`config.mk`:
```
export PLATFORM = sky130hd
export DESIGN_NAME = lesq_queue
export DESIGN_NICKNAME = d
export VERILOG_FILES = /design/src/hw/rtl/assert_macros.svh /design/src/hw/rtl/lesq_pkg.sv /design/src/hw/rtl/lesq_queue.sv
export SDC_FILE = /design/constraint.sdc
export NUM_CORES = 1
export LEC_CHECK = 0
export ABC_AREA = 1
export BUFFER_PORTS_ARGS = -buffer_cell sky130_fd_sc_hd__buf_2
export CAP_MARGIN = 30
export CORE_AREA = 3 3 98 100
export CTS_BUF_LIST = sky130_fd_sc_hd__clkbuf_8
export DETAILED_ROUTE_END_ITERATION = 10
export DIE_AREA = 0 0 101 103
export GPL_TIMING_DRIVEN = 0
export PLACE_DENSITY = 0.69
export SYNTH_ARGS = -nofsm -noshare
export SYNTH_HDL_FRONTEND = slang
export SYNTH_SLANG_ARGS = --single-unit
export TNS_END_PERCENT = 100
```
`constraint.sdc`:
```
create_clock -name clk -period 1.7 [get_ports clk]
set_input_delay 0.17 -clock clk [delete_from_list [all_inputs] [get_ports clk]]
set_output_delay 0.17 -clock clk [all_outputs]
set_load 0.02 [all_outputs]
```
`src/hw/rtl/assert_macros.svh`:
```
// ----------------------------------------------------------------------------
// Assertion macros
// Shared helpers for concurrent assertions on the rising edge of clk, disabled
// while arst_n is low.
// ----------------------------------------------------------------------------
`ifndef ASSERT_MACROS_SVH
`define ASSERT_MACROS_SVH

// Implication checked at every rising clock edge outside reset.
`define ASSERT_IMPLY(label, ante, cons, msg) \
	label: assert property (@(posedge clk) disable iff (!arst_n) (ante) |-> (cons)) \
		else $error(msg);

// Invariant checked at every rising clock edge outside reset.
`define ASSERT_ALWAYS(label, expr, msg) \
	label: assert property (@(posedge clk) disable iff (!arst_n) (expr)) \
		else $error(msg);

`endif

```
`src/hw/rtl/lesq_pkg.sv`:
```
// ----------------------------------------------------------------------------
// lesq_pkg
// Types and constants shared by the largest empty square scan unit.
// ----------------------------------------------------------------------------
package lesq_pkg;

	localparam int CFG_DATA_W = 11;
	localparam int CFG_IDX_W  = 1;
	localparam int CHAR_W     = 8;

	localparam int DEF_MAX_WIDTH = 1024;
	localparam int DEF_MAX_ROWS  = 4096;

	// Entries in the queue between front and back.
	localparam int QUEUE_DEPTH = 4;

	localparam logic [CFG_DATA_W-1:0] ROW_LENGTH_RESET = 11'd1024;
	localparam logic [CHAR_W-1:0]     OBSTACLE_RESET   = 8'd111;

	typedef enum logic [CFG_IDX_W-1:0] {
		REG_ROW_LENGTH    = 1'b0,
		REG_OBSTACLE_CHAR = 1'b1
	} cfg_reg_t;

	// Classification of one cell, decided by the front.
	typedef struct packed {
		logic first;
		logic obst;
	} cls_t;

	localparam int CLS_W = $bits(cls_t);

endpackage

```
`src/hw/rtl/lesq_queue.sv`:
```
// ----------------------------------------------------------------------------
// lesq_queue
// Small first-in first-out queue of classified cells between front and back.
// ----------------------------------------------------------------------------
module lesq_queue #(
	parameter int DATA_W = 24
) (
	input  logic              clk,
	input  logic              arst_n,
	input  logic              push,
	input  logic [DATA_W-1:0] push_data,
	output logic              full,
	input  logic              pop,
	output logic [DATA_W-1:0] pop_data,
	output logic              not_empty
);

	localparam int AW = $clog2(lesq_pkg::QUEUE_DEPTH);

	logic [DATA_W-1:0] slot_q [lesq_pkg::QUEUE_DEPTH];
	logic [AW-1:0]     wr_ptr_q, rd_ptr_q;
	logic [AW:0]       count_q;

	assign full      = (count_q == (AW+1)'(lesq_pkg::QUEUE_DEPTH));
	assign not_empty = (count_q != '0);
	assign pop_data  = slot_q[rd_ptr_q];

	always_ff @(posedge clk) begin
		if (push)
			slot_q[wr_ptr_q] <= push_data;
	end

	always_ff @(posedge clk or negedge arst_n) begin
		if (!arst_n) begin
			wr_ptr_q <= '0;
			rd_ptr_q <= '0;
			count_q  <= '0;
		end else begin
			if (push)
				wr_ptr_q <= wr_ptr_q + AW'(1);
			if (pop)
				rd_ptr_q <= rd_ptr_q + AW'(1);
			if (push && !pop)
				count_q <= count_q + (AW+1)'(1);
			else if (pop && !push)
				count_q <= count_q - (AW+1)'(1);
		end
	end

endmodule

```
**Word level (Yosys, flattened, before mapping)**

Memory sizes are Yosys's and may differ from the RTL's.
Cells that the tools add are included.

- Register bits: 7
- Bits in writable memories: 96
- Output and inout port bits: 26
- Word-level logic and storage cells: 19
- Memories kept: 1

Memory list:

| name | depth | width | read ports | clocked after Yosys merged registers in | wr ports | line | source |
|---|---|---|---|---|---|---|---|
| slot_q | 4 | 24 | 1 | 0 | 1 | lesq_queue.sv:20 | `logic [DATA_W-1:0] slot_q [lesq_pkg::QUEUE_DEPTH];` |

- $add $sub $neg: 4
- Equal/unequal tests: 1
- Muxes and demuxes: 4
- Reductions and logical operators: 6

Operators by type and width:

| operator | number |
|---|---|
| $mux W3 | 2 |
| $add A2 B1 Y2 const B | 2 |
| $add A3 B1 Y3 const B | 1 |
| $eq A3 B3 Y1 const B | 1 |
| $reduce_bool A3 Y1 | 1 |
| $sub A3 B1 Y3 const B | 1 |
| $logic_and A1 B1 Y1 | 2 |
| $logic_not A1 Y1 | 2 |
| $mux W1 | 2 |
| $reduce_bool A2 Y1 | 1 |

**Depth between registers and ports, before layout**

Gate-level depths: netlist (run 1).

- Word-level depth: 4
- Mapped depth: 9
- Depth with buffers taken out: 9

**Least setup slack after synthesis (run 1)**

OpenSTA, ideal clock, no wires.

- Kind: reg-to-reg
- From: reg wr_ptr_q[0]
- To: mem slot_q[0][0], enable pin
- Arrival time: 1.151 ns
- Data required time: 1.321 ns
- Slack: 0.170 ns
- Stages on the path, launching flop included: 5
- Period minus slack after synthesis: 1.530 ns
- Path through: dfrtp_1 inv_1 ha_1 nand2_1 inv_1

RTL lines:

| what | line | source |
|---|---|---|
| start: declaration | lesq_queue.sv:21 | `logic [AW-1:0] wr_ptr_q, rd_ptr_q;` |
| start signal: assignment | lesq_queue.sv:40 | `wr_ptr_q <= wr_ptr_q + AW'(1);` |
| end: declaration | lesq_queue.sv:20 |  |

Straight into the memory's write port.

**Final worst setup path (run 1)**

- From: reg rd_ptr_q[0]
- To: out pop_data[5]

- Cells in the longest elaborated chain, start to end: 1

RTL lines:

| what | line | source |
|---|---|---|
| start: declaration | lesq_queue.sv:21 |  |
| start signal: assignment | lesq_queue.sv:42 | `rd_ptr_q <= rd_ptr_q + AW'(1);` |
| $mem_v2 Z4 W24 | n/a |  |
| end: declaration | lesq_queue.sv:14 | `output logic [DATA_W-1:0] pop_data,` |

No other way between the ends.

==> results.cfg, run 1 <==
[run_status]
status = finished with violations
violations = negative setup slack

[die]
die_h_um = 103
die-area_mm2 = 0.0104
initial_core_util_pct = 49.4
ios = 54
die_w_um = 101
placementRows = 34
core_area_mm2 = 0.00876

[timing]
fin_setup_tns_ns = -0.0105
rsz0062_at_grt = true
timing.final.crit_share_pct = 100
clock_skew_ns = 0.00650
finalHoldViolations = 0
tightestPinTransition_ns = 0.444
setup_viol = 3
min_period_ns = 1.70
drv_slew = 0
fmax_mhz = 587
relSlewSlack_pct = 70.3
setup_ws_ns = -0.00439

[critical_path]
critPathMaxFanout = 10
crit_cells = 6
r2r-start = wr_ptr_q[0]$_DFFE_PN0P_
reg2reg_depth = 5
path_buf_inv = 4
arrival_ns = 1.53
crit_slowest_cell = dfrtp_1
r2r-end = slot_q[2][13]$_DFFE_PP_
path_cells = buf_6 -> buf_12 -> buf_12 -> o211ai_2 -> nand2_1 -> buf_6
reg2reg_slack_ns = 0.10
critPathTopFamily = buffers and inverters
path_class = reg -> out
setup.worst_path.end_class = output port
crit_required_ns = 1.53
critPathLaunchType = flip-flop
max_stage_delay_ns = 0.39

[global_route]
grt_pass1_wl_um = 13700
grt_pass1_vias = 2633
grt_max_degree = 20
overflow = 0
antenna_found_initial = 0
grt_usage_pct = 17.8

[cts]
htreeDepth = 3
cts_tree = done
cts-root-buf = clkbuf_8
cts_made_buffers = 9
clock-sinks = 103
path_clk_slew_ns = 0.10
clkLatencyLatePin_ns = 0.35
cts_buffer_depth = 2

[worst_hold_path]
hp-class = in -> reg
hold_start = push_data[11]
worst_hold_path.endpoint = slot_q[0][11]$_DFFE_PP_
min_path_cells = 1

[layout]
layout-drive-gt1-share_pct = 28.9
final_util_pct = 61.1
nets = 437
mostFrequentLayoutCells = edfxtp_1, nand2_1, inv_1, buf_2, o211ai_1
layout_commonest_cell = edfxtp_1
nFillCells = 695
syn_to_final_growth_pct = 23.9
final_cells = 516
n_antenna_cell = 0

[route]
drt-initial-drc-count = 114
drc = 0
avgRoutedWirePerCell_um = 16.7
dr.pass1.iters = 4
vias = 2587
vias_per_cell = 5.01
routed_wl_um = 8630
antenna_left = 0

[synthesis]
ys_types = 19
synthCells = 329
synth_area_leader_cell = edfxtp_1
syn_area_per_cell_um2 = 13.1
ys_seq_area_share_pct = 70.7
syn_nets = 363
ys_seq_elements = 103
yosysTopAreaCellShare_pct = 66.6
syn_area_mm2 = 0.00433
yosys_warnings = 0
synth.area.top_cells = edfxtp_1, nand2_1, o211ai_2, inv_1, o211ai_1

[pwr]
power_mw = 10.0
ir_worst_vdd_v = 0.000750
p_leak_nw = 2.23
p_per_area_mw_per_mm2 = 1870

[placement]
dp_hpwl_um = 5730
dp_slack_ns = -0.0873
io_buffers = 53
place_inst = 494
gp_congestion = 0.711

[flow_run]
max-cap-violations = 0
[repair_timing]
item,in CTS,in global routing
cloned,1,0
hold buffers,1,0
gates resized for setup,48,14
setup buffers,3,1
endpoints found under the hold margin,7,0
endpoints found under the setup margin,46,36
pin swaps,8,11
[metal layers]
layer,track usage (%),vias to the layer above,wire length [µm]
met4,5.73,0,70
met2,31.6,61,4520
met1,22.1,1251,3570
met5,0,-,0
li1,-,1269,-
met3,3.25,6,471
[stage by stage]
step,area [µm²],hold slack [ns]
after CTS,5300,0.0147
after floorplan,4330,-0.126
final,5360,0.0206
after detailed placement,4810,0.0216
after global placement,4730,0.0214
after global routing,5360,0.0139
[cells in the mapped netlist]
library cell	n
nand2_1	86
nor2_1	1
buf_2	10
inv_2	1
nor3_1	1
dfrtp_1	7
o21ai_1	1
edfxtp_1	96
inv_1	59
xnor2_1	1
nand3_1	1
nand4_1	1
ha_1	5
o211ai_1	29
xor2_1	3
buf_6	6
o211ai_2	19
clkbuf_1	1
fa_1	1
[area by class of cell]
type / instances / area (µm²) / share of cell area, %
Sequential cell: 103 / 3060 / 57.1
Multi-Input combinational cell: 149 / 928 / 17.3
Timing Repair Buffer: 63 / 561 / 10.5
Inverter: 60 / 235 / 4.39
Buffer: 17 / 180 / 3.36
Clock inverter: 7 / 136 / 2.55
Tap cell: 108 / 135 / 2.52
Clock buffer: 9 / 124 / 2.31
[how the worst max path moves through the flow]
stage / end / start / slack [ns]
finish: pop_data[5] / rd_ptr_q[0]$_DFFE_PN0P_ / -0.004
global route: pop_data[4] / rd_ptr_q[0]$_DFFE_PN0P_ / -0.08
CTS: pop_data[3] / rd_ptr_q[0]$_DFFE_PN0P_ / -0.03
detailed placement: slot_q[0][18]$_DFFE_PP_ / wr_ptr_q[0]$_DFFE_PN0P_ / -0.09
global placement: slot_q[0][16]$_DFFE_PP_ / wr_ptr_q[0]$_DFFE_PN0P_ / -0.21
floorplan: slot_q[0][0]$_DFFE_PP_ / wr_ptr_q[0]$_DFFE_PN0P_ / 0.17
[worst register-to-register path: cells and delay by family, from the launching register on]
| family | cells | cell delay (ns) |
|---|---|---|
| adders and majority gates | 1 | 0.15 |
| buffers and inverters | 3 | 0.67 |
| DFF | 1 | 0.43 |
| and+or+nand+nor | 1 | 0.04 |
[cell families after synthesis]
family,share of synthesized area (%)
AND/OR/NAND/NOR,7.93
XOR/XNOR,0.810
AO/OA/AOI/OAI,10.6
adder cells (fa/ha/maj),1.91
flip-flops,70.7
buffers and inverters,8.01
[state kept, by name, indices dropped and copies added (netlist names)]
register,cells
count_q,3
wr_ptr_q,2
rd_ptr_q,2
slot_q,96
[power breakdown]
group | switching, mW | internal [mW]
clock network | 0.803 | 1.12
logic | 2.61 | 1.99
registers | 0.180 | 3.33
total | 3.60 | 6.44
(Power assumes the default switching activity.)
==> run 2, diff against run 1 <==
--- a/config.mk
+++ b/config.mk
@@ -8,10 +8,10 @@
 export ABC_AREA = 1
 export BUFFER_PORTS_ARGS = -buffer_cell sky130_fd_sc_hd__buf_2
 export CAP_MARGIN = 30
-export CORE_AREA = 3 3 98 100
+export CORE_AREA = 8 8 103 105
 export CTS_BUF_LIST = sky130_fd_sc_hd__clkbuf_8
 export DETAILED_ROUTE_END_ITERATION = 10
-export DIE_AREA = 0 0 101 103
+export DIE_AREA = 0 0 111 113
 export GPL_TIMING_DRIVEN = 0
 export PLACE_DENSITY = 0.69
 export SYNTH_ARGS = -nofsm -noshare
==> results.cfg, run 2 (synthesis gave the netlist of run 1 again) <==
[run_status]
status = completed

[timing]
min_period_ns = 1.69
finalHoldViolations = 0
whs_ns = 0.0280
setup_viol = 0
rsz0062_at_grt = true
fin_setup_tns_ns = 0
drv_slew = 0
clock_skew_ns = 0.00881
setup_ws_ns = 0.0127
tightestPinTransition_ns = 0.340
timing.final.crit_share_pct = 99.3
relSlewSlack_pct = 77.3
fmax_mhz = 593

[route]
drt-initial-drc-count = 96
wl_met3_um = 513
drc = 0
wl_met2_um = 4370
vias_per_cell = 4.93
routed_wl_um = 8310
avgRoutedWirePerCell_um = 16.0
vias = 2567
antenna_left = 0
routed.top_layer = met5
met1Wirelength_um = 3380
dr.pass1.iters = 4

[layout]
multi_input_area_um2 = 936
top_regs = slot_q: 96 flops, count_q: 3 flops
regArea_mm2 = 0.00306
mostFrequentLayoutCells = edfxtp_1, nand2_1, inv_1, buf_2, o211ai_1
regMostFlops = slot_q
n_antenna_cell = 0
fin_area_mm2 = 0.00534
syn_to_final_growth_pct = 23.5
nFillCells = 695
layout_commonest_cell = edfxtp_1
layout-drive-gt1-share_pct = 28.5
nets = 440
final_util_pct = 59.5
final_cells = 521
largest_register_ffs = 96

[worst_hold_path]
hold_start = push_data[6]
worst_hold_path.endpoint = slot_q[1][6]$_DFFE_PP_
min_path_cells = 1
hp-class = in -> reg

[pwr]
p_per_area_mw_per_mm2 = 1790
ir_worst_vdd_v = 0.000720
power_mw = 9.57
p_leak_nw = 2.24

[cts]
path_clk_slew_ns = 0.08
clock-sinks = 103
clkLatencyLatePin_ns = 0.35
cts_buffer_depth = 2
htreeDepth = 3
cts_made_buffers = 9
cts_tree = done
cts-root-buf = clkbuf_8

[placement]
gp_congestion = 0.714
dp_slack_ns = -0.000961
io_buffers = 53
dp_hpwl_um = 5520
place_inst = 497
placed_cell_area_mm2 = 0.00484

[critical_path]
crit_required_ns = 1.53
critPathMaxFanout = 10
arrival_ns = 1.52
reg2reg_depth = 5
path_class = reg -> out
path_buf_inv = 3
critPathLaunchType = flip-flop
critPathTopFamily = buffers and inverters
reg2reg_slack_ns = 0.19
r2r-start = wr_ptr_q[0]$_DFFE_PN0P_
crit_slowest_cell = dfrtp_1
path_cells = buf_6 -> buf_2 -> o211ai_1 -> nand2_1 -> buf_6
setup.worst_path.end_class = output port
r2r-end = slot_q[2][18]$_DFFE_PP_
max_stage_delay_ns = 0.38
path_common_cell = buf_6

[flow_run]
max-cap-violations = 0

[die]
die_h_um = 113
die_w_um = 111
ios = 54
die-area_mm2 = 0.0125
core_area_mm2 = 0.00898
placementRows = 35
initial_core_util_pct = 48.2

[global_route]
grt_pass1_vias = 2631
grt_pass1_wl_um = 13500
grt_max_degree = 22
grt_usage_pct = 13.9
overflow = 0
antenna_found_initial = 1
run 2: cell count changes in the layout (fill, tap and decap cells not counted), moves of 2 or more:
cell,before,now
clkinvlp_4,3,1
buf_2,35,33
buf_16,3,6
clkinv_1,0,3
buf_6,19,26
nand2_1,83,80
bufinv_16,4,0
nand2_2,3,6
inv_1,58,61
clkbuf_4,5,3
buf_8,3,0
run 2: worst max path at each step:
stage                                 start                      end  slack, ns  cells past startpoint
floorplan           wr_ptr_q[0]$_DFFE_PN0P_   slot_q[0][0]$_DFFE_PP_       0.17                      4
global placement    wr_ptr_q[0]$_DFFE_PN0P_  slot_q[0][18]$_DFFE_PP_      -0.21                      4
detailed placement  wr_ptr_q[0]$_DFFE_PN0P_   slot_q[0][0]$_DFFE_PP_     -0.001                      5
CTS                 rd_ptr_q[0]$_DFFE_PN0P_              pop_data[9]      -0.02                      6
global route        rd_ptr_q[0]$_DFFE_PN0P_             pop_data[21]      -0.07                      7
finish              rd_ptr_q[0]$_DFFE_PN0P_             pop_data[21]       0.01                      5
run 2: layer usage:
layer	track usage (%)	vias up
met4	4.41	2
met5	0	-
met1	15.8	1229
li1	-	1273
met3	5.29	4
met2	23.5	59
run 2: layout make-up:
type,count,share of cell area (%)
inverters,60,4.33
clock inverters,6,0.422
clock buffers,9,2.32
repair buffers,66,12.0
plain buffers,17,3.54
well taps,111,2.60
flip-flops and latches,103,57.2
multi-input cells,149,17.5
run 2: power breakdown:
group	internal, mW	leakage, nW	switching (mW)
Combinational	2.21	1.19	2.66
Sequential	3.33	0.965	0.164
Clock	0.495	0.0854	0.707
run 2: repair_timing:
item,in CTS,in global routing
cloned,2,0
setup buffers,5,1
setup endpoints to repair,36,39
hold endpoints to repair,7,0
hold buffers,1,0
pin swaps,10,22
resized for setup,47,32
