[config.mk]
export PLATFORM = sky130hd
export DESIGN_NAME = lesq_front
export DESIGN_NICKNAME = d
export VERILOG_FILES = /design/src/hw/rtl/assert_macros.svh /design/src/hw/rtl/lesq_pkg.sv /design/src/hw/rtl/lesq_front.sv
export SDC_FILE = /design/constraint.sdc
export NUM_CORES = 1
export LEC_CHECK = 0
export ABC_AREA = 1
export BUFFER_PORTS_ARGS = -buffer_cell sky130_fd_sc_hd__buf_2
export CORE_MARGIN = 4
export CORE_UTILIZATION = 25
export CTS_CLUSTER_DIAMETER = 150
export DETAILED_ROUTE_END_ITERATION = 12
export GPL_TIMING_DRIVEN = 1
export SYNTH_ARGS = -nofsm -noshare
export SYNTH_HDL_FRONTEND = slang
export SYNTH_SLANG_ARGS = --single-unit
[constraint.sdc]
create_clock -name clk -period 4.98 [get_ports clk]
set_input_delay 0.747 -clock clk [delete_from_list [all_inputs] [get_ports clk]]
set_output_delay 0.747 -clock clk [all_outputs]
set_load 0.02 [all_outputs]
[src/hw/rtl/assert_macros.svh]
// ----------------------------------------------------------------------------
// Assertion macros
// Shared helpers for concurrent assertions on the rising edge of clk, disabled
// while arst_n is low.
// ----------------------------------------------------------------------------
`ifndef ASSERT_MACROS_SVH
`define ASSERT_MACROS_SVH

// Implication checked at every rising clock edge outside reset.
`define ASSERT_IMPLY(label, ante, cons, msg) \
	label: assert property (@(posedge clk) disable iff (!arst_n) (ante) |-> (cons)) \
		else $error(msg);

// Invariant checked at every rising clock edge outside reset.
`define ASSERT_ALWAYS(label, expr, msg) \
	label: assert property (@(posedge clk) disable iff (!arst_n) (expr)) \
		else $error(msg);

`endif

[src/hw/rtl/lesq_pkg.sv]
// ----------------------------------------------------------------------------
// lesq_pkg
// Types and constants shared by the largest empty square scan unit.
// ----------------------------------------------------------------------------
package lesq_pkg;

	localparam int CFG_DATA_W = 11;
	localparam int CFG_IDX_W  = 1;
	localparam int CHAR_W     = 8;

	localparam int DEF_MAX_WIDTH = 1024;
	localparam int DEF_MAX_ROWS  = 4096;

	// Entries in the queue between front and back.
	localparam int QUEUE_DEPTH = 4;

	localparam logic [CFG_DATA_W-1:0] ROW_LENGTH_RESET = 11'd1024;
	localparam logic [CHAR_W-1:0]     OBSTACLE_RESET   = 8'd111;

	typedef enum logic [CFG_IDX_W-1:0] {
		REG_ROW_LENGTH    = 1'b0,
		REG_OBSTACLE_CHAR = 1'b1
	} cfg_reg_t;

	// Classification of one cell, decided by the front.
	typedef struct packed {
		logic first;
		logic obst;
	} cls_t;

	localparam int CLS_W = $bits(cls_t);

endpackage

[src/hw/rtl/lesq_front.sv]
// ----------------------------------------------------------------------------
// lesq_front
// Accepts cells, keeps the configuration registers and the raster position,
// and classifies each cell before it is queued for the back.
// ----------------------------------------------------------------------------
module lesq_front #(
	parameter int MAX_WIDTH = lesq_pkg::DEF_MAX_WIDTH,
	parameter int MAX_ROWS  = lesq_pkg::DEF_MAX_ROWS,
	parameter int CW        = 10,
	parameter int RW        = 12,
	parameter int SW        = 11
) (
	input  logic                             clk,
	input  logic                             arst_n,
	input  logic                             cfg_wr_en,
	input  logic [lesq_pkg::CFG_IDX_W-1:0]   cfg_index,
	input  logic [lesq_pkg::CFG_DATA_W-1:0]  cfg_data,
	input  logic                             in_valid,
	output logic                             in_stall,
	input  logic [lesq_pkg::CHAR_W-1:0]      cell_char,
	input  logic                             first_cell,
	input  logic                             q_full,
	output logic                             q_push,
	output logic [CW-1:0]                    push_col,
	output logic [RW-1:0]                    push_row,
	output lesq_pkg::cls_t                   push_cls
);

	localparam int LENW = (lesq_pkg::CFG_DATA_W > SW) ? lesq_pkg::CFG_DATA_W : SW;

	logic [lesq_pkg::CFG_DATA_W-1:0] row_length_q;
	logic [lesq_pkg::CHAR_W-1:0]     obstacle_q;
	logic [CW-1:0]                   col_q, col_d, cur_col;
	logic [RW-1:0]                   row_q, row_d, cur_row;
	logic [LENW-1:0]                 rl_ext, len_c;

	function automatic logic [RW-1:0] row_step(input logic [RW-1:0] r);
		return (r < RW'(MAX_ROWS - 1)) ? r + RW'(1) : r;
	endfunction

	always_ff @(posedge clk or negedge arst_n) begin
		if (!arst_n) begin
			row_length_q <= lesq_pkg::ROW_LENGTH_RESET;
			obstacle_q   <= lesq_pkg::OBSTACLE_RESET;
		end else if (cfg_wr_en) begin
			unique case (lesq_pkg::cfg_reg_t'(cfg_index))
				lesq_pkg::REG_ROW_LENGTH:    row_length_q <= cfg_data;
				lesq_pkg::REG_OBSTACLE_CHAR: obstacle_q   <= cfg_data[lesq_pkg::CHAR_W-1:0];
				default: ;
			endcase
		end
	end

	// Row length in effect is clamped to 1 .. MAX_WIDTH.
	always_comb begin
		rl_ext = LENW'(row_length_q);
		if (rl_ext == '0)
			len_c = LENW'(1);
		else if (rl_ext > LENW'(MAX_WIDTH))
			len_c = LENW'(MAX_WIDTH);
		else
			len_c = rl_ext;
	end

	always_comb begin
		if (first_cell) begin
			cur_col = '0;
			cur_row = '0;
		end else if (LENW'(col_q) >= len_c) begin
			// The row length shrank mid-row: this cell opens the next row.
			cur_col = '0;
			cur_row = row_step(row_q);
		end else begin
			cur_col = col_q;
			cur_row = row_q;
		end

		if (LENW'(cur_col) + LENW'(1) >= len_c) begin
			col_d = '0;
			row_d = row_step(cur_row);
		end else begin
			col_d = cur_col + CW'(1);
			row_d = cur_row;
		end
	end

	assign in_stall       = q_full;
	assign q_push         = in_valid && !q_full;
	assign push_col       = cur_col;
	assign push_row       = cur_row;
	assign push_cls.first = first_cell;
	assign push_cls.obst  = (cell_char == obstacle_q);

	always_ff @(posedge clk or negedge arst_n) begin
		if (!arst_n) begin
			col_q <= '0;
			row_q <= '0;
		end else if (q_push) begin
			col_q <= col_d;
			row_q <= row_d;
		end
	end

endmodule

== After elaboration in Yosys (flattened, before gate mapping) ==
Index checks and enable logic that the tools add are counted.
Word-level totals
  input port bits: 26
  flip-flop bits (word level): 41
  logic and storage cells: 30
Operators by class
  $lt $le $gt $ge: 5
  reductions and logical operators: 5
  $add $sub $neg: 4
  bitwise gates (word level): 1
  equality and inequality tests: 1
  mux-type cells: 10
Operators with widths (count)
  $mux W12: 5
  $mux W10: 3
  $add A12 B1 Y12 const B: 2
  $lt A12 B12 Y1 const B: 2
  $mux W11: 2
  $add A10 B1 Y11 const B: 1
  $ge A10 B11 Y1: 1
  $ge A11 B11 Y1: 1
  $gt A11 B11 Y1 const B: 1
  $logic_not A11 Y1: 1
  $add A10 B1 Y10 const B: 1
  $eq A8 B8 Y1: 1
  $reduce_and A2 Y1: 2
  $logic_and A1 B1 Y1: 1
  $logic_not A1 Y1: 1
  $not A1 Y1: 1

== Depth between registers and ports, before layout ==
Gate-level depths: netlist of run 1.
  depth after elaboration: 9
  gate-level depth with buffers: 35
  mapped depth without buffers: 33

== Least setup slack after synthesis of run 1 ==
OpenSTA, ideal clock, no wires.
  path kind: flip-flop to flip-flop
  from: register row_length_q (netlist bit rl_ext[0])
  to: register row_q[9]
  arrival time: 5.159 ns
  period minus slack after synthesis: 5.277 ns
  data required time: 4.862 ns
  setup time: 0.118 ns
  buffers on the path: 2
  stages on the path, launching flop included: 32
  slack: -0.297 ns
  cell sequence: dfrtp_1 > nor4_1 > nand2_1 > o21ai_1 > nand2_1 > ha_1 > nand2_1 > nand2_1 > a21boi_2 > nand2_2 > nor2_4 > buf_6 > nand2_8 > nor2_1 > ha_1 > nand2_1 > nor3_2 > nand3_1 > o21ai_1 > inv_1 > ha_1 > nand2_1 > nor2_1 > nand3_1 > nand3_1 > or2_2 > clkbuf_1 > inv_1 > nor3_1 > nand3_1 > a21oi_1 > nor2_1
On the way
  longest elaborated chain between the ends: 9
  elaborated cells between the ends (all ways): 15
  those cells by class: add/sub (2); order compare (4); mux (8); reduce/logical (1)
RTL lines
  start: declaration: RTL line lesq_front.sv:31  | logic [lesq_pkg::CFG_DATA_W-1:0] row_length_q;
  start signal: assignment: RTL line lesq_front.sv:43  | row_length_q <= lesq_pkg::ROW_LENGTH_RESET;
  start signal: assignment: RTL line lesq_front.sv:47  | lesq_pkg::REG_ROW_LENGTH: row_length_q <= cfg_data;
  $gt A11 B11 Y1: RTL line lesq_front.sv:59  | else if (rl_ext > LENW'(MAX_WIDTH))
  $mux W11: RTL line lesq_front.sv:59
  $mux W11 *: RTL line lesq_front.sv:57  | if (rl_ext == '0)
  $ge A10 B11 Y1 *: RTL line lesq_front.sv:69  | end else if (LENW'(col_q) >= len_c) begin
  $mux W10 *: RTL line lesq_front.sv:69
  $mux W10 *: RTL line lesq_front.sv:66  | if (first_cell) begin
  net push_col[0]: RTL line lesq_front.sv:24  | output logic [CW-1:0] push_col,
  $add A10 B1 Y11 *: RTL line lesq_front.sv:78  | if (LENW'(cur_col) + LENW'(1) >= len_c) begin
  $ge A11 B11 Y1 *: RTL line lesq_front.sv:78
  $mux W12 *: RTL line lesq_front.sv:78
  end signal: assignment: RTL line lesq_front.sv:100  | row_q <= row_d;
  end: declaration: RTL line lesq_front.sv:34  | logic [RW-1:0] row_q, row_d, cur_row;
The timed path passes the listed nets; every way through them passes the cells marked *.
A chain may end at the register's enable or synchronous reset.

== Final worst setup path of run 1 ==
  from: register row_length_q (netlist bit rl_ext[7])
  to: register row_q[11]
On the way
  longest elaborated chain between the ends: 9
  elaborated cells between the ends (all ways): 15
  those cells by class: add/sub (2); order compare (4); mux (8); reduce/logical (1)
RTL lines (RTL line)
  $gt A11 B11 Y1: lesq_front.sv:59
  $mux W11: lesq_front.sv:59
  $mux W11 *: lesq_front.sv:57
  $ge A10 B11 Y1: lesq_front.sv:69
  $mux W10 or $mux W12 (tied branches): lesq_front.sv:69
  $mux W10 or $mux W12 (tied branches): lesq_front.sv:66
  $add A10 B1 Y11, or another cell as far along: lesq_front.sv:78
  $ge A11 B11 Y1 or $mux W12 (tied branches): lesq_front.sv:78, lesq_front.sv:38
  $mux W12 *: lesq_front.sv:78
Every way passes the cells marked *; elsewhere a longest branch is shown, timed or not.

==> results of run 1 <==
-- path summary, 6_finish.rpt --
kind	from	endpoint	cells after the start
min in group asynchronous	arst_n	rl_ext[2]	1
setup / recovery	rl_ext[7]	row_q[11]	33
setup reg to reg	rl_ext[7]	row_q[11]	33
hold / removal	obstacle_q[0]	obstacle_q[0]	2
max in group asynchronous	arst_n	rl_ext[5]	1
hold reg to reg	obstacle_q[0]	obstacle_q[0]	2
-- cell usage after synthesis (2+ instances only) --
library cell and number:
sky130_fd_sc_hd__inv_1 81, sky130_fd_sc_hd__xor2_1 10, sky130_fd_sc_hd__nor2_4 4, sky130_fd_sc_hd__buf_2 2, sky130_fd_sc_hd__dfstp_2 7, sky130_fd_sc_hd__inv_2 3
sky130_fd_sc_hd__nor3_1 7, sky130_fd_sc_hd__dfrtp_1 34, sky130_fd_sc_hd__buf_4 2, sky130_fd_sc_hd__mux2_2 2, sky130_fd_sc_hd__ha_1 24, sky130_fd_sc_hd__nand2_2 5
sky130_fd_sc_hd__or2_2 3, sky130_fd_sc_hd__buf_6 2, sky130_fd_sc_hd__nor2_2 7, sky130_fd_sc_hd__nand3_1 41, sky130_fd_sc_hd__nor4_1 4, sky130_fd_sc_hd__clkbuf_1 6
sky130_fd_sc_hd__nand4_1 12, sky130_fd_sc_hd__clkinv_1 2, sky130_fd_sc_hd__xnor2_1 4, sky130_fd_sc_hd__nor3_2 2, sky130_fd_sc_hd__o21ai_0 29, sky130_fd_sc_hd__o21ai_1 8
sky130_fd_sc_hd__a21oi_1 12, sky130_fd_sc_hd__nand2_1 172, sky130_fd_sc_hd__nor2_1 47, sky130_fd_sc_hd__o22ai_1 7
-- stage by stage --
stage / instance area [um2] / setup slack (ns)
2_1_floorplan: 3560 / 0.0197
3_3_place_gp: 4030 / 0.0183
3_5_place_dp: 4030 / -0.0420
4_1_cts: 4190 / 0.0545
5_1_grt: 4630 / -0.122
6_report: 4630 / 0.185
-- power by group --
group | internal (uW) | leakage (uW) | total, uW | switching (uW)
logic | 245 | 0.00181 | 666 | 421
clock network | 187 | 0.0000738 | 327 | 140
registers | 395 | 0.000516 | 459 | 63.5
total | 827 | 0.00240 | 1450 | 625
-- layout make-up --
type	instances	area (um2)	area share
Clock buffer	5	125	0.0270
Clock inverter	3	22.5	0.00486
Inverter	86	339	0.0732
Multi-Input combinational cell	407	2460	0.532
Tap cell	180	225	0.0486
Sequential cell	41	1040	0.224
Timing Repair Buffer	72	420	0.0908
-- kinds of logic after synthesis --
kind of cell | Yosys count | synth area share
and+or+nand+nor | 307 | 0.383
adders and majority gates | 24 | 0.0845
xor gates and xnor gates | 14 | 0.0345
buffers and inverters | 99 | 0.112
AOI/OAI and AO/OA | 59 | 0.0891
DFF | 41 | 0.291
muxes | 2 | 0.00634
-- registers in the layout, indices dropped and copies added (netlist names) --
| signal | count |
|---|---|
| row_q | 12 |
| rl_ext | 11 |
| col_q | 10 |
| obstacle_q | 8 |
-- repair_timing --
action	CTS	global route
endpoints found under the setup margin	10	22
buffers inserted	0	12
cloned	0	2
gates resized for setup	2	66
pin swaps	0	28
-- cell usage in the layout, fill, tap and decap left out, drive strengths merged, types with 5 or more instances in the layout --
master / instances
a21oi: 12
nor3: 9
nand4: 12
o21ai: 38
nor2: 58
xor2: 10
ha: 24
buf: 72
inv: 84
dfstp: 7
o22ai: 7
dfrtp: 34
nand3: 42
nand2: 179
clkbuf: 5
-- layer usage --
layer  wire [um]  vias to the layer above
li1            -                     1872
met1        4570                     1688
met2        4950                       88
met3         368                       18
met4         245                        0
met5           0                        -
-- worst max-delay path: cells and delay by family (launching register included) --
kind / cells / cell delay [ns]
AO/OA/AOI/OAI: 2 / 0.41
adder cells (fa/ha/maj): 3 / 0.66
buffers and inverters: 3 / 0.31
flip-flops: 1 / 0.42
AND/OR/NAND/NOR: 25 / 2.92
==> impl_metrics.json, run 1 <==
{
  "gp_congestion": 0.904,
  "timing.critical_path.slowest_cell_delay_ns": 0.42,
  "synthDominantAreaCellType": "sky130_fd_sc_hd__dfrtp_1",
  "crit_arrival_ns": 5.02,
  "cts_num_sinks": 41,
  "grt_start_max_net_pins": 42,
  "numCtsBuffers": 5,
  "setup_violations": 0,
  "max_cap_viols": 0,
  "summed_instance_area_of_the_synthesized_netlist_um2": 3550,
  "initial_utilization": 0.256,
  "post_layout_power_uw": 1450,
  "finalHoldViolCount": 0,
  "diodes": 0,
  "grt_antenna_before_repair": 0,
  "first_global_vias": 3385,
  "synthesis_to_finish_area_growth_pct": 30.3,
  "timing.critical_path.mode_cell": "sky130_fd_sc_hd__nand2_1",
  "viasPerCell": 4.62,
  "totalWireLength_mm": 10.1,
  "horizontal_die_dimension_um": 127,
  "num_io_pins": 52,
  "final_cells": 794,
  "detail_route.iter0.violations": 189,
  "cp_max_fo": 7,
  "place.detailed.hpwl_mm": 7.37,
  "max_clock_freq_mhz": 209,
  "grt_pass1_wl_mm": 16.1,
  "cts_max_path_buffers": 2,
  "synthArstFlopShare": 1.00,
  "num_rows": 43,
  "syn-num-nets": 596,
  "cpMaxStageDelayCell": "sky130_fd_sc_hd__dfrtp_1",
  "worst_pin_slew_ns": 0.927,
  "num_vias": 3666,
  "cts_tree": "done",
  "hold-worst-slack_ns": 0.500,
  "synth.lib_cells_used.distinct": 35,
  "seq_area_frac_synth": 0.291,
  "worst_ir_drop_vdd_mv": 0.122,
  "finalCoreUtilization": 0.334,
  "grt_use_met1": 0.162,
  "required_ns": 5.21,
  "place.detailed.instances": 772,
  "synth_area_per_cell_um2": 6.51,
  "worstSetupPathType": "reg -> reg",
  "post-route-min-period_ns": 4.79,
  "clock_skew_after_layout_ns": 0.00834,
  "die_footprint_um2": 16200,
  "setup_total_negative_slack_ns": 0,
  "power_density_nw_per_um2": 314,
  "portBuffers": 51,
  "wl_per_cell_um": 12.8,
  "grt_most_used_layer": "met2",
  "cts.clk_slew.worst_paths_ns": 0.07,
  "worstSetupEndpointType": "register",
  "timing.max_slew.rel_slack": 0.382,
  "p_leak_uw": 0.00240,
  "cells_after_synth": 546,
  "ys.warnings.count": 0,
  "clock_tree.htree_level_count": 2,
  "reg2reg_slack_ns": 0.19,
  "slew_viol_final": 0,
  "detailedRoute.firstPassIterationCount": 4,
  "synth_top_cell_area_share": 0.240,
  "die_height_um": 127,
  "synth_edf_count": 0,
  "grt.met2_usage": 0.195,
  "commonest_register_cell_after_synthesis": "sky130_fd_sc_hd__dfrtp_1",
  "global_route.usage.total": 0.120,
  "fillers": 1511,
  "cell_at_the_root_of_the_clock_tree": "sky130_fd_sc_hd__clkbuf_16",
  "core_region_area_um2": 13900,
  "finish.net_count": 663,
  "synth.ff_latch_count": 41,
  "clkLatencyLatePin_ns": 0.29,
  "met3_usage": 0.0155,
  "final_critical_path_share_of_the_clock_period": 0.963,
  "hold_buffers": 0,
  "status": "finished clean",
  "drive_gt1_frac": 0.275,
  "drcViolationCount": 0,
  "drtAntennaViolNets": 0,
  "critical_path.startpoint_type": "register",
  "overflow": 0,
  "worst_hold_path_type": "reg -> reg",
  "most_area_consuming_cells_after_synthesis": "sky130_fd_sc_hd__dfrtp_1 24%, sky130_fd_sc_hd__nand2_1 18%, sky130_fd_sc_hd__inv_1 8.6%"
}
Note: power is estimated with default switching activity, not from simulation.
==> inputs of run 2 (changes only) <==
- PLACE_DENSITY: not set -> 0.44
==> impl_metrics.json, run 2 (synthesis gave the netlist of run 1 again) <==
{
  "grt_antenna_before_repair": 0,
  "die_footprint_um2": 16200,
  "viasPerCell": 4.60,
  "timing.critical_path.from": "rl_ext[7]",
  "totalWireLength_mm": 10.4,
  "cp_max_fo": 17,
  "cts_max_path_buffers": 2,
  "hold_buffers": 0,
  "final_critical_path_share_of_the_clock_period": 0.950,
  "synthesis_to_finish_area_growth_pct": 27.9,
  "cts_tree": "done",
  "detailedRoute.firstPassIterationCount": 4,
  "timing.max_slew.rel_slack": 0.334,
  "worst_slack_ns": 0.250,
  "detail_route.iter0.violations": 178,
  "finish.net_count": 659,
  "post-route-min-period_ns": 4.73,
  "diodes": 0,
  "clock_skew_after_layout_ns": 0.0129,
  "num_vias": 3635,
  "slew_viol_final": 0,
  "status": "finished clean",
  "worst_ir_drop_vdd_mv": 0.168,
  "place.detailed.hpwl_mm": 7.90,
  "clock_tree.htree_level_count": 2,
  "power_density_nw_per_um2": 325,
  "portBuffers": 51,
  "final_design_area_no_fill_um2": 4540,
  "setup_violations": 0,
  "clkLatencyLatePin_ns": 0.30,
  "horizontal_die_dimension_um": 127,
  "die_height_um": 127,
  "cts.clk_slew.worst_paths_ns": 0.08,
  "timing.critical_path.slowest_cell_delay_ns": 0.42,
  "worstSetupEndpointType": "register",
  "finalHoldViolCount": 0,
  "num_io_pins": 52,
  "holdCritStartpoint": "obstacle_q[1]",
  "numCtsBuffers": 5,
  "critical_path.reg2reg.startpoint": "rl_ext[7]",
  "grt_pass1_wl_mm": 17.2,
  "worst_pin_slew_ns": 0.999,
  "core_region_area_um2": 13900,
  "pre_cts_ws_ns": -0.106,
  "flip_flop_count_of_the_largest_register_all_copies_and_words_added": 12,
  "max_clock_freq_mhz": 211,
  "timing.rr.end": "row_q[6]",
  "worst_hold_path_type": "reg -> reg",
  "crit_arrival_ns": 4.91,
  "overflow": 0,
  "wl_per_cell_um": 13.2,
  "drtAntennaViolNets": 0,
  "most_common_cell_after_layout_fill_and_taps_aside": "sky130_fd_sc_hd__nand2_1",
  "crit_end": "row_q[6]",
  "grt_start_max_net_pins": 42,
  "worstSetupPathType": "reg -> reg",
  "critical_path.startpoint_type": "register",
  "cpMaxStageDelayCell": "sky130_fd_sc_hd__dfrtp_1",
  "timing.reg2reg.worst_path_depth": 30,
  "global_route.usage.total": 0.129,
  "required_ns": 5.16,
  "placed_cell_area_um2": 4020,
  "max_cap_viols": 0,
  "mostFrequentLayoutCells": "159 x sky130_fd_sc_hd__nand2_1, 79 x sky130_fd_sc_hd__inv_1, 51 x sky130_fd_sc_hd__buf_2",
  "first_global_vias": 3510,
  "cts_num_sinks": 41,
  "initial_utilization": 0.256,
  "timing.critical_path.mode_cell": "sky130_fd_sc_hd__nand2_1",
  "gp_congestion": 0.824,
  "reg2reg_slack_ns": 0.25,
  "drive_gt1_frac": 0.261,
  "max_flop_register": "row_q",
  "p_leak_uw": 0.00235,
  "num_rows": 43,
  "drcViolationCount": 0,
  "cell_at_the_root_of_the_clock_tree": "sky130_fd_sc_hd__clkbuf_16"
}
-- run 2: cell types whose count changed in the layout (fill, tap and decap cells not counted), sizes merged --
| cell | delta |
|---|---|
| buf | -4 |
| inv | +3 |
| clkinv | -3 |
-- run 2: worst min path at each step --
stage / to / slack (ns) / cells past startpoint
after global routing: obstacle_q[0] / 0.51 / 2
after global placement: obstacle_q[3] / 0.49 / 2
after detailed placement: obstacle_q[5] / 0.49 / 2
final: obstacle_q[1] / 0.50 / 2
after CTS: obstacle_q[0] / 0.50 / 2
after floorplan: col_q[0] / 0.45 / 0
-- run 2: what timing repair did --
action,in CTS,in global routing
setup endpoints to repair,9,22
gates resized for setup,1,58
buffers inserted,0,9
pin swaps,0,21
cloned,0,2
-- run 2: through the flow --
step	hold slack, ns	instances	utilization	TNS (ns)	power, uW
2_1_floorplan	0.451	546	-	0	882
4_1_cts	0.502	779	0.301	0	1420
3_3_place_gp	0.488	771	0.290	-0.684	1060
5_1_grt	0.514	790	0.327	-0.667	1600
3_5_place_dp	0.491	771	0.290	-0.810	1060
6_report	0.503	790	0.327	0	1470
-- run 2: critical path: cells and delay by family, from the launching register on --
| family | cells | cell delay, ns |
|---|---|---|
| AOI/OAI and AO/OA | 3 | 0.50 |
| adders and majority gates | 3 | 0.69 |
| buffers and inverters | 2 | 0.31 |
| DFF | 1 | 0.42 |
| and+or+nand+nor | 22 | 2.69 |
-- run 2: routing by layer --
metal | share of wire | up-vias | track usage
li1 | - | 1859 | -
met1 | 0.49 | 1700 | 0.181
met2 | 0.46 | 64 | 0.209
met3 | 0.026 | 12 | 0.0167
met4 | 0.016 | 0 | 0.0397
met5 | 0 | - | 0
-- run 2: power by group --
group / leakage, uW / internal, uW / switching, uW / total [uW]
Combinational: 0.00176 / 238 / 420 / 658
Clock: 0.0000767 / 194 / 167 / 360
Sequential: 0.000518 / 395 / 62.0 / 457
-- run 2: area by class of cell --
type	count	area (um2)
Fill cell	1544	9340
Multi-Input combinational cell	407	2390
Sequential cell	41	1030
Tap cell	180	225
Clock inverter	3	28.8
Timing Repair Buffer	68	398
Clock buffer	5	125
Inverter	86	337
==> inputs of run 3 (changes only) <==
- ABC_AREA: 1 -> not set
- CELL_PAD_IN_SITES_DETAIL_PLACEMENT: not set -> 2
- CELL_PAD_IN_SITES_GLOBAL_PLACEMENT: not set -> 2
- PLACE_DENSITY: 0.44 -> 0.64
==> impl_metrics.json, run 3 <==
{
  "synthArstFlopShare": 1.00,
  "portBuffers": 51,
  "slew_viol_final": 0,
  "drtAntennaViolNets": 0,
  "finish.net_count": 490,
  "cell_at_the_root_of_the_clock_tree": "sky130_fd_sc_hd__clkbuf_16",
  "timing.rr.end": "row_q[9]",
  "place.detailed.hpwl_mm": 9.02,
  "clock_tree.htree_level_count": 2,
  "cp_max_fo": 5,
  "cts_max_path_buffers": 2,
  "mostFrequentLayoutCells": "51 x sky130_fd_sc_hd__nand2_1, 51 x sky130_fd_sc_hd__buf_2, 34 x sky130_fd_sc_hd__dfrtp_1",
  "detail_route.iter0.violations": 119,
  "gp_congestion": 0.814,
  "die_height_um": 124,
  "synthDominantAreaCellType": "sky130_fd_sc_hd__dfrtp_1",
  "timing.reg2reg.worst_path_depth": 23,
  "synth.most_common_cell": "sky130_fd_sc_hd__nand2_1",
  "syn-num-nets": 427,
  "critical_path.reg2reg.startpoint": "rl_ext[9]",
  "num_vias": 3161,
  "synth_area_per_cell_um2": 8.97,
  "cpMaxStageDelayCell": "sky130_fd_sc_hd__or3b_4",
  "seq_area_frac_synth": 0.306,
  "drcViolationCount": 0,
  "horizontal_die_dimension_um": 124,
  "p_leak_uw": 0.00182,
  "worst_hold_path_type": "reg -> reg",
  "cts_num_sinks": 41,
  "critical_path.startpoint_type": "register",
  "commonest_register_cell_after_synthesis": "sky130_fd_sc_hd__dfrtp_1",
  "synthTopCellsByCount": "52 x sky130_fd_sc_hd__nand2_1, 34 x sky130_fd_sc_hd__dfrtp_1, 27 x sky130_fd_sc_hd__nor2_1",
  "viasPerCell": 5.12,
  "num_io_pins": 52,
  "setup_violations": 0,
  "power_density_nw_per_um2": 257,
  "numCtsBuffers": 5,
  "reg2reg_slack_ns": 0.1,
  "timing.max_slew.rel_slack": 0.339,
  "global_route.usage.total": 0.149,
  "worst_slack_ns": 0.0988,
  "finalHoldViolCount": 0,
  "finalCoreUtilization": 0.319,
  "core_region_area_um2": 13200,
  "initial_utilization": 0.255,
  "totalWireLength_mm": 11.8,
  "summed_instance_area_of_the_synthesized_netlist_um2": 3380,
  "hold_buffers": 0,
  "grt_start_max_net_pins": 42,
  "diodes": 0,
  "most_area_consuming_cells_after_synthesis": "sky130_fd_sc_hd__dfrtp_1 25%, sky130_fd_sc_hd__ha_1 8.9%, sky130_fd_sc_hd__mux2_2 6.3%",
  "first_global_vias": 3540,
  "status": "finished clean",
  "wl_per_cell_um": 19.1,
  "post-route-min-period_ns": 4.88,
  "worstSetupPathType": "reg -> reg",
  "setup_total_negative_slack_ns": 0,
  "die_footprint_um2": 15500,
  "max_clock_freq_mhz": 205,
  "synth_top_cell_area_share": 0.252,
  "pre_cts_ws_ns": -0.129,
  "ys.warnings.count": 0,
  "min_delay_path_depth": 2,
  "grt_pass1_wl_mm": 19.0,
  "detailedRoute.firstPassIterationCount": 4,
  "synth_edf_count": 0,
  "final_critical_path_share_of_the_clock_period": 0.980,
  "timing.critical_path.slowest_cell_delay_ns": 0.41,
  "cts.clk_slew.worst_paths_ns": 0.07,
  "worst_pin_slew_ns": 0.992,
  "cell_internal_pwr_uw": 712,
  "synth.lib_cells_used.distinct": 72,
  "max_flop_register": "row_q",
  "worst_ir_drop_vdd_mv": 0.140,
  "timing.critical_path.cells": "nor4_2 > a31oi_1 > nor2_1 > ha_1 > nor2b_2 > o21ai_2 > a31o_4 > nor2_4 > nand2_4 > nor2_4 > ha_4 > and4_4 > and4_4 > mux2i_4 > ha_4 > nand4_1 > o21ai_1 > a21oi_1 > o21ai_1 > a221o_2 > or3b_4 > or4_4 > a31oi_1",
  "required_ns": 5.19,
  "synthesis_to_finish_area_growth_pct": 24.8,
  "power_switching_share": 0.345,
  "worstSetupEndpointType": "register",
  "clkLatencyLatePin_ns": 0.29,
  "max_cap_viols": 0,
  "grt_antenna_before_repair": 0,
  "comb_power_share": 0.304,
  "num_rows": 42,
  "cells_after_synth": 377,
  "clock_skew_after_layout_ns": 0.00615,
  "synth.ff_latch_count": 41,
  "seq_power_share": 0.388,
  "worst_hold_end": "col_q[0]",
  "flip_flop_count_of_the_largest_register_all_copies_and_words_added": 12,
  "setup_repair_after_global_routing_missed_its_margin": "yes",
  "cts_tree": "done",
  "clkPwrFrac": 0.308,
  "netSwitchingPower_uw": 375,
  "crit_arrival_ns": 5.09,
  "drive_gt1_frac": 0.331,
  "overflow": 0,
  "holdCritStartpoint": "col_q[0]"
}
run 3: layout make-up:
cell class | instances | area, um2
fill | 1544 | 9020
multi-input combinational | 308 | 2350
sequential | 41 | 1030
timing repair buffer | 74 | 432
tap | 176 | 220
clock buffer | 5 | 125
inverter | 10 | 37.5
clock inverter | 3 | 25.0
run 3: what timing repair did:
action,in CTS,in global routing
endpoints found under the setup margin,15,18
pin swaps,13,14
hold endpoints to repair,0,0
buffers inserted,6,6
gates resized for setup,12,13
run 3: worst max-delay path, delay by kind of cell (launching register included):
family                   cells  cell delay (ns)
multiplexers                 1             0.28
AO/OA/AOI/OAI                8             1.19
adder cells (fa/ha/maj)      3             0.58
flip-flops                   1             0.40
AND/OR/NAND/NOR             11             2.35
run 3: cell families (layout without fill, tap and decap cells):
group / Yosys count / count (layout) / synth area share
buffers and inverters: 28 / 92 / 0.0381
multiplexers: 24 / 24 / 0.0818
flip-flops: 41 / 41 / 0.306
AO/OA/AOI/OAI: 83 / 83 / 0.188
XOR/XNOR: 21 / 21 / 0.0544
adder cells (fa/ha/maj): 24 / 24 / 0.0888
AND/OR/NAND/NOR: 156 / 156 / 0.243
run 3: power groups by stage:
stage	clock, uW	combinational (uW)	sequential [uW]
after detailed placement	0	294	427
after floorplan	0	200	411
final	335	330	421
after global routing	364	365	429
after CTS	348	313	422
after global placement	0	279	425
run 3: routing by layer:
| layer | vias up | routed length (um) | track usage |
|---|---|---|---|
| met5 | - | 0 | 0 |
| met4 | 0 | 128 | 0.0335 |
| met3 | 9 | 184 | 0.0159 |
| met2 | 39 | 6270 | 0.277 |
| met1 | 1595 | 5200 | 0.184 |
| li1 | 1518 | - | - |
run 3: per-stage QoR:
stage / hold slack (ns) / instance area (um2) / total power, uW / cells
after CTS: 0.534 / 4110 / 1080 / 611
final: 0.531 / 4220 / 1090 / 617
after global placement: 0.497 / 3870 / 704 / 597
after floorplan: 0.451 / 3400 / 611 / 377
after detailed placement: 0.522 / 3870 / 721 / 597
after global routing: 0.567 / 4220 / 1160 / 617
run 3: worst max path at each step:
stage | startpoint | endpoint | slack, ns | depth (start not counted)
final | rl_ext[9] | row_q[9] | 0.1 | 23
after global routing | rl_ext[10] | row_q[9] | -0.1 | 21
after CTS | rl_ext[3] | row_q[9] | 0.02 | 23
after detailed placement | rl_ext[6] | row_q[1] | -0.13 | 24
after global placement | rl_ext[6] | row_q[9] | 0.12 | 23
after floorplan | rl_ext[10] | row_q[4] | 0.02 | 25
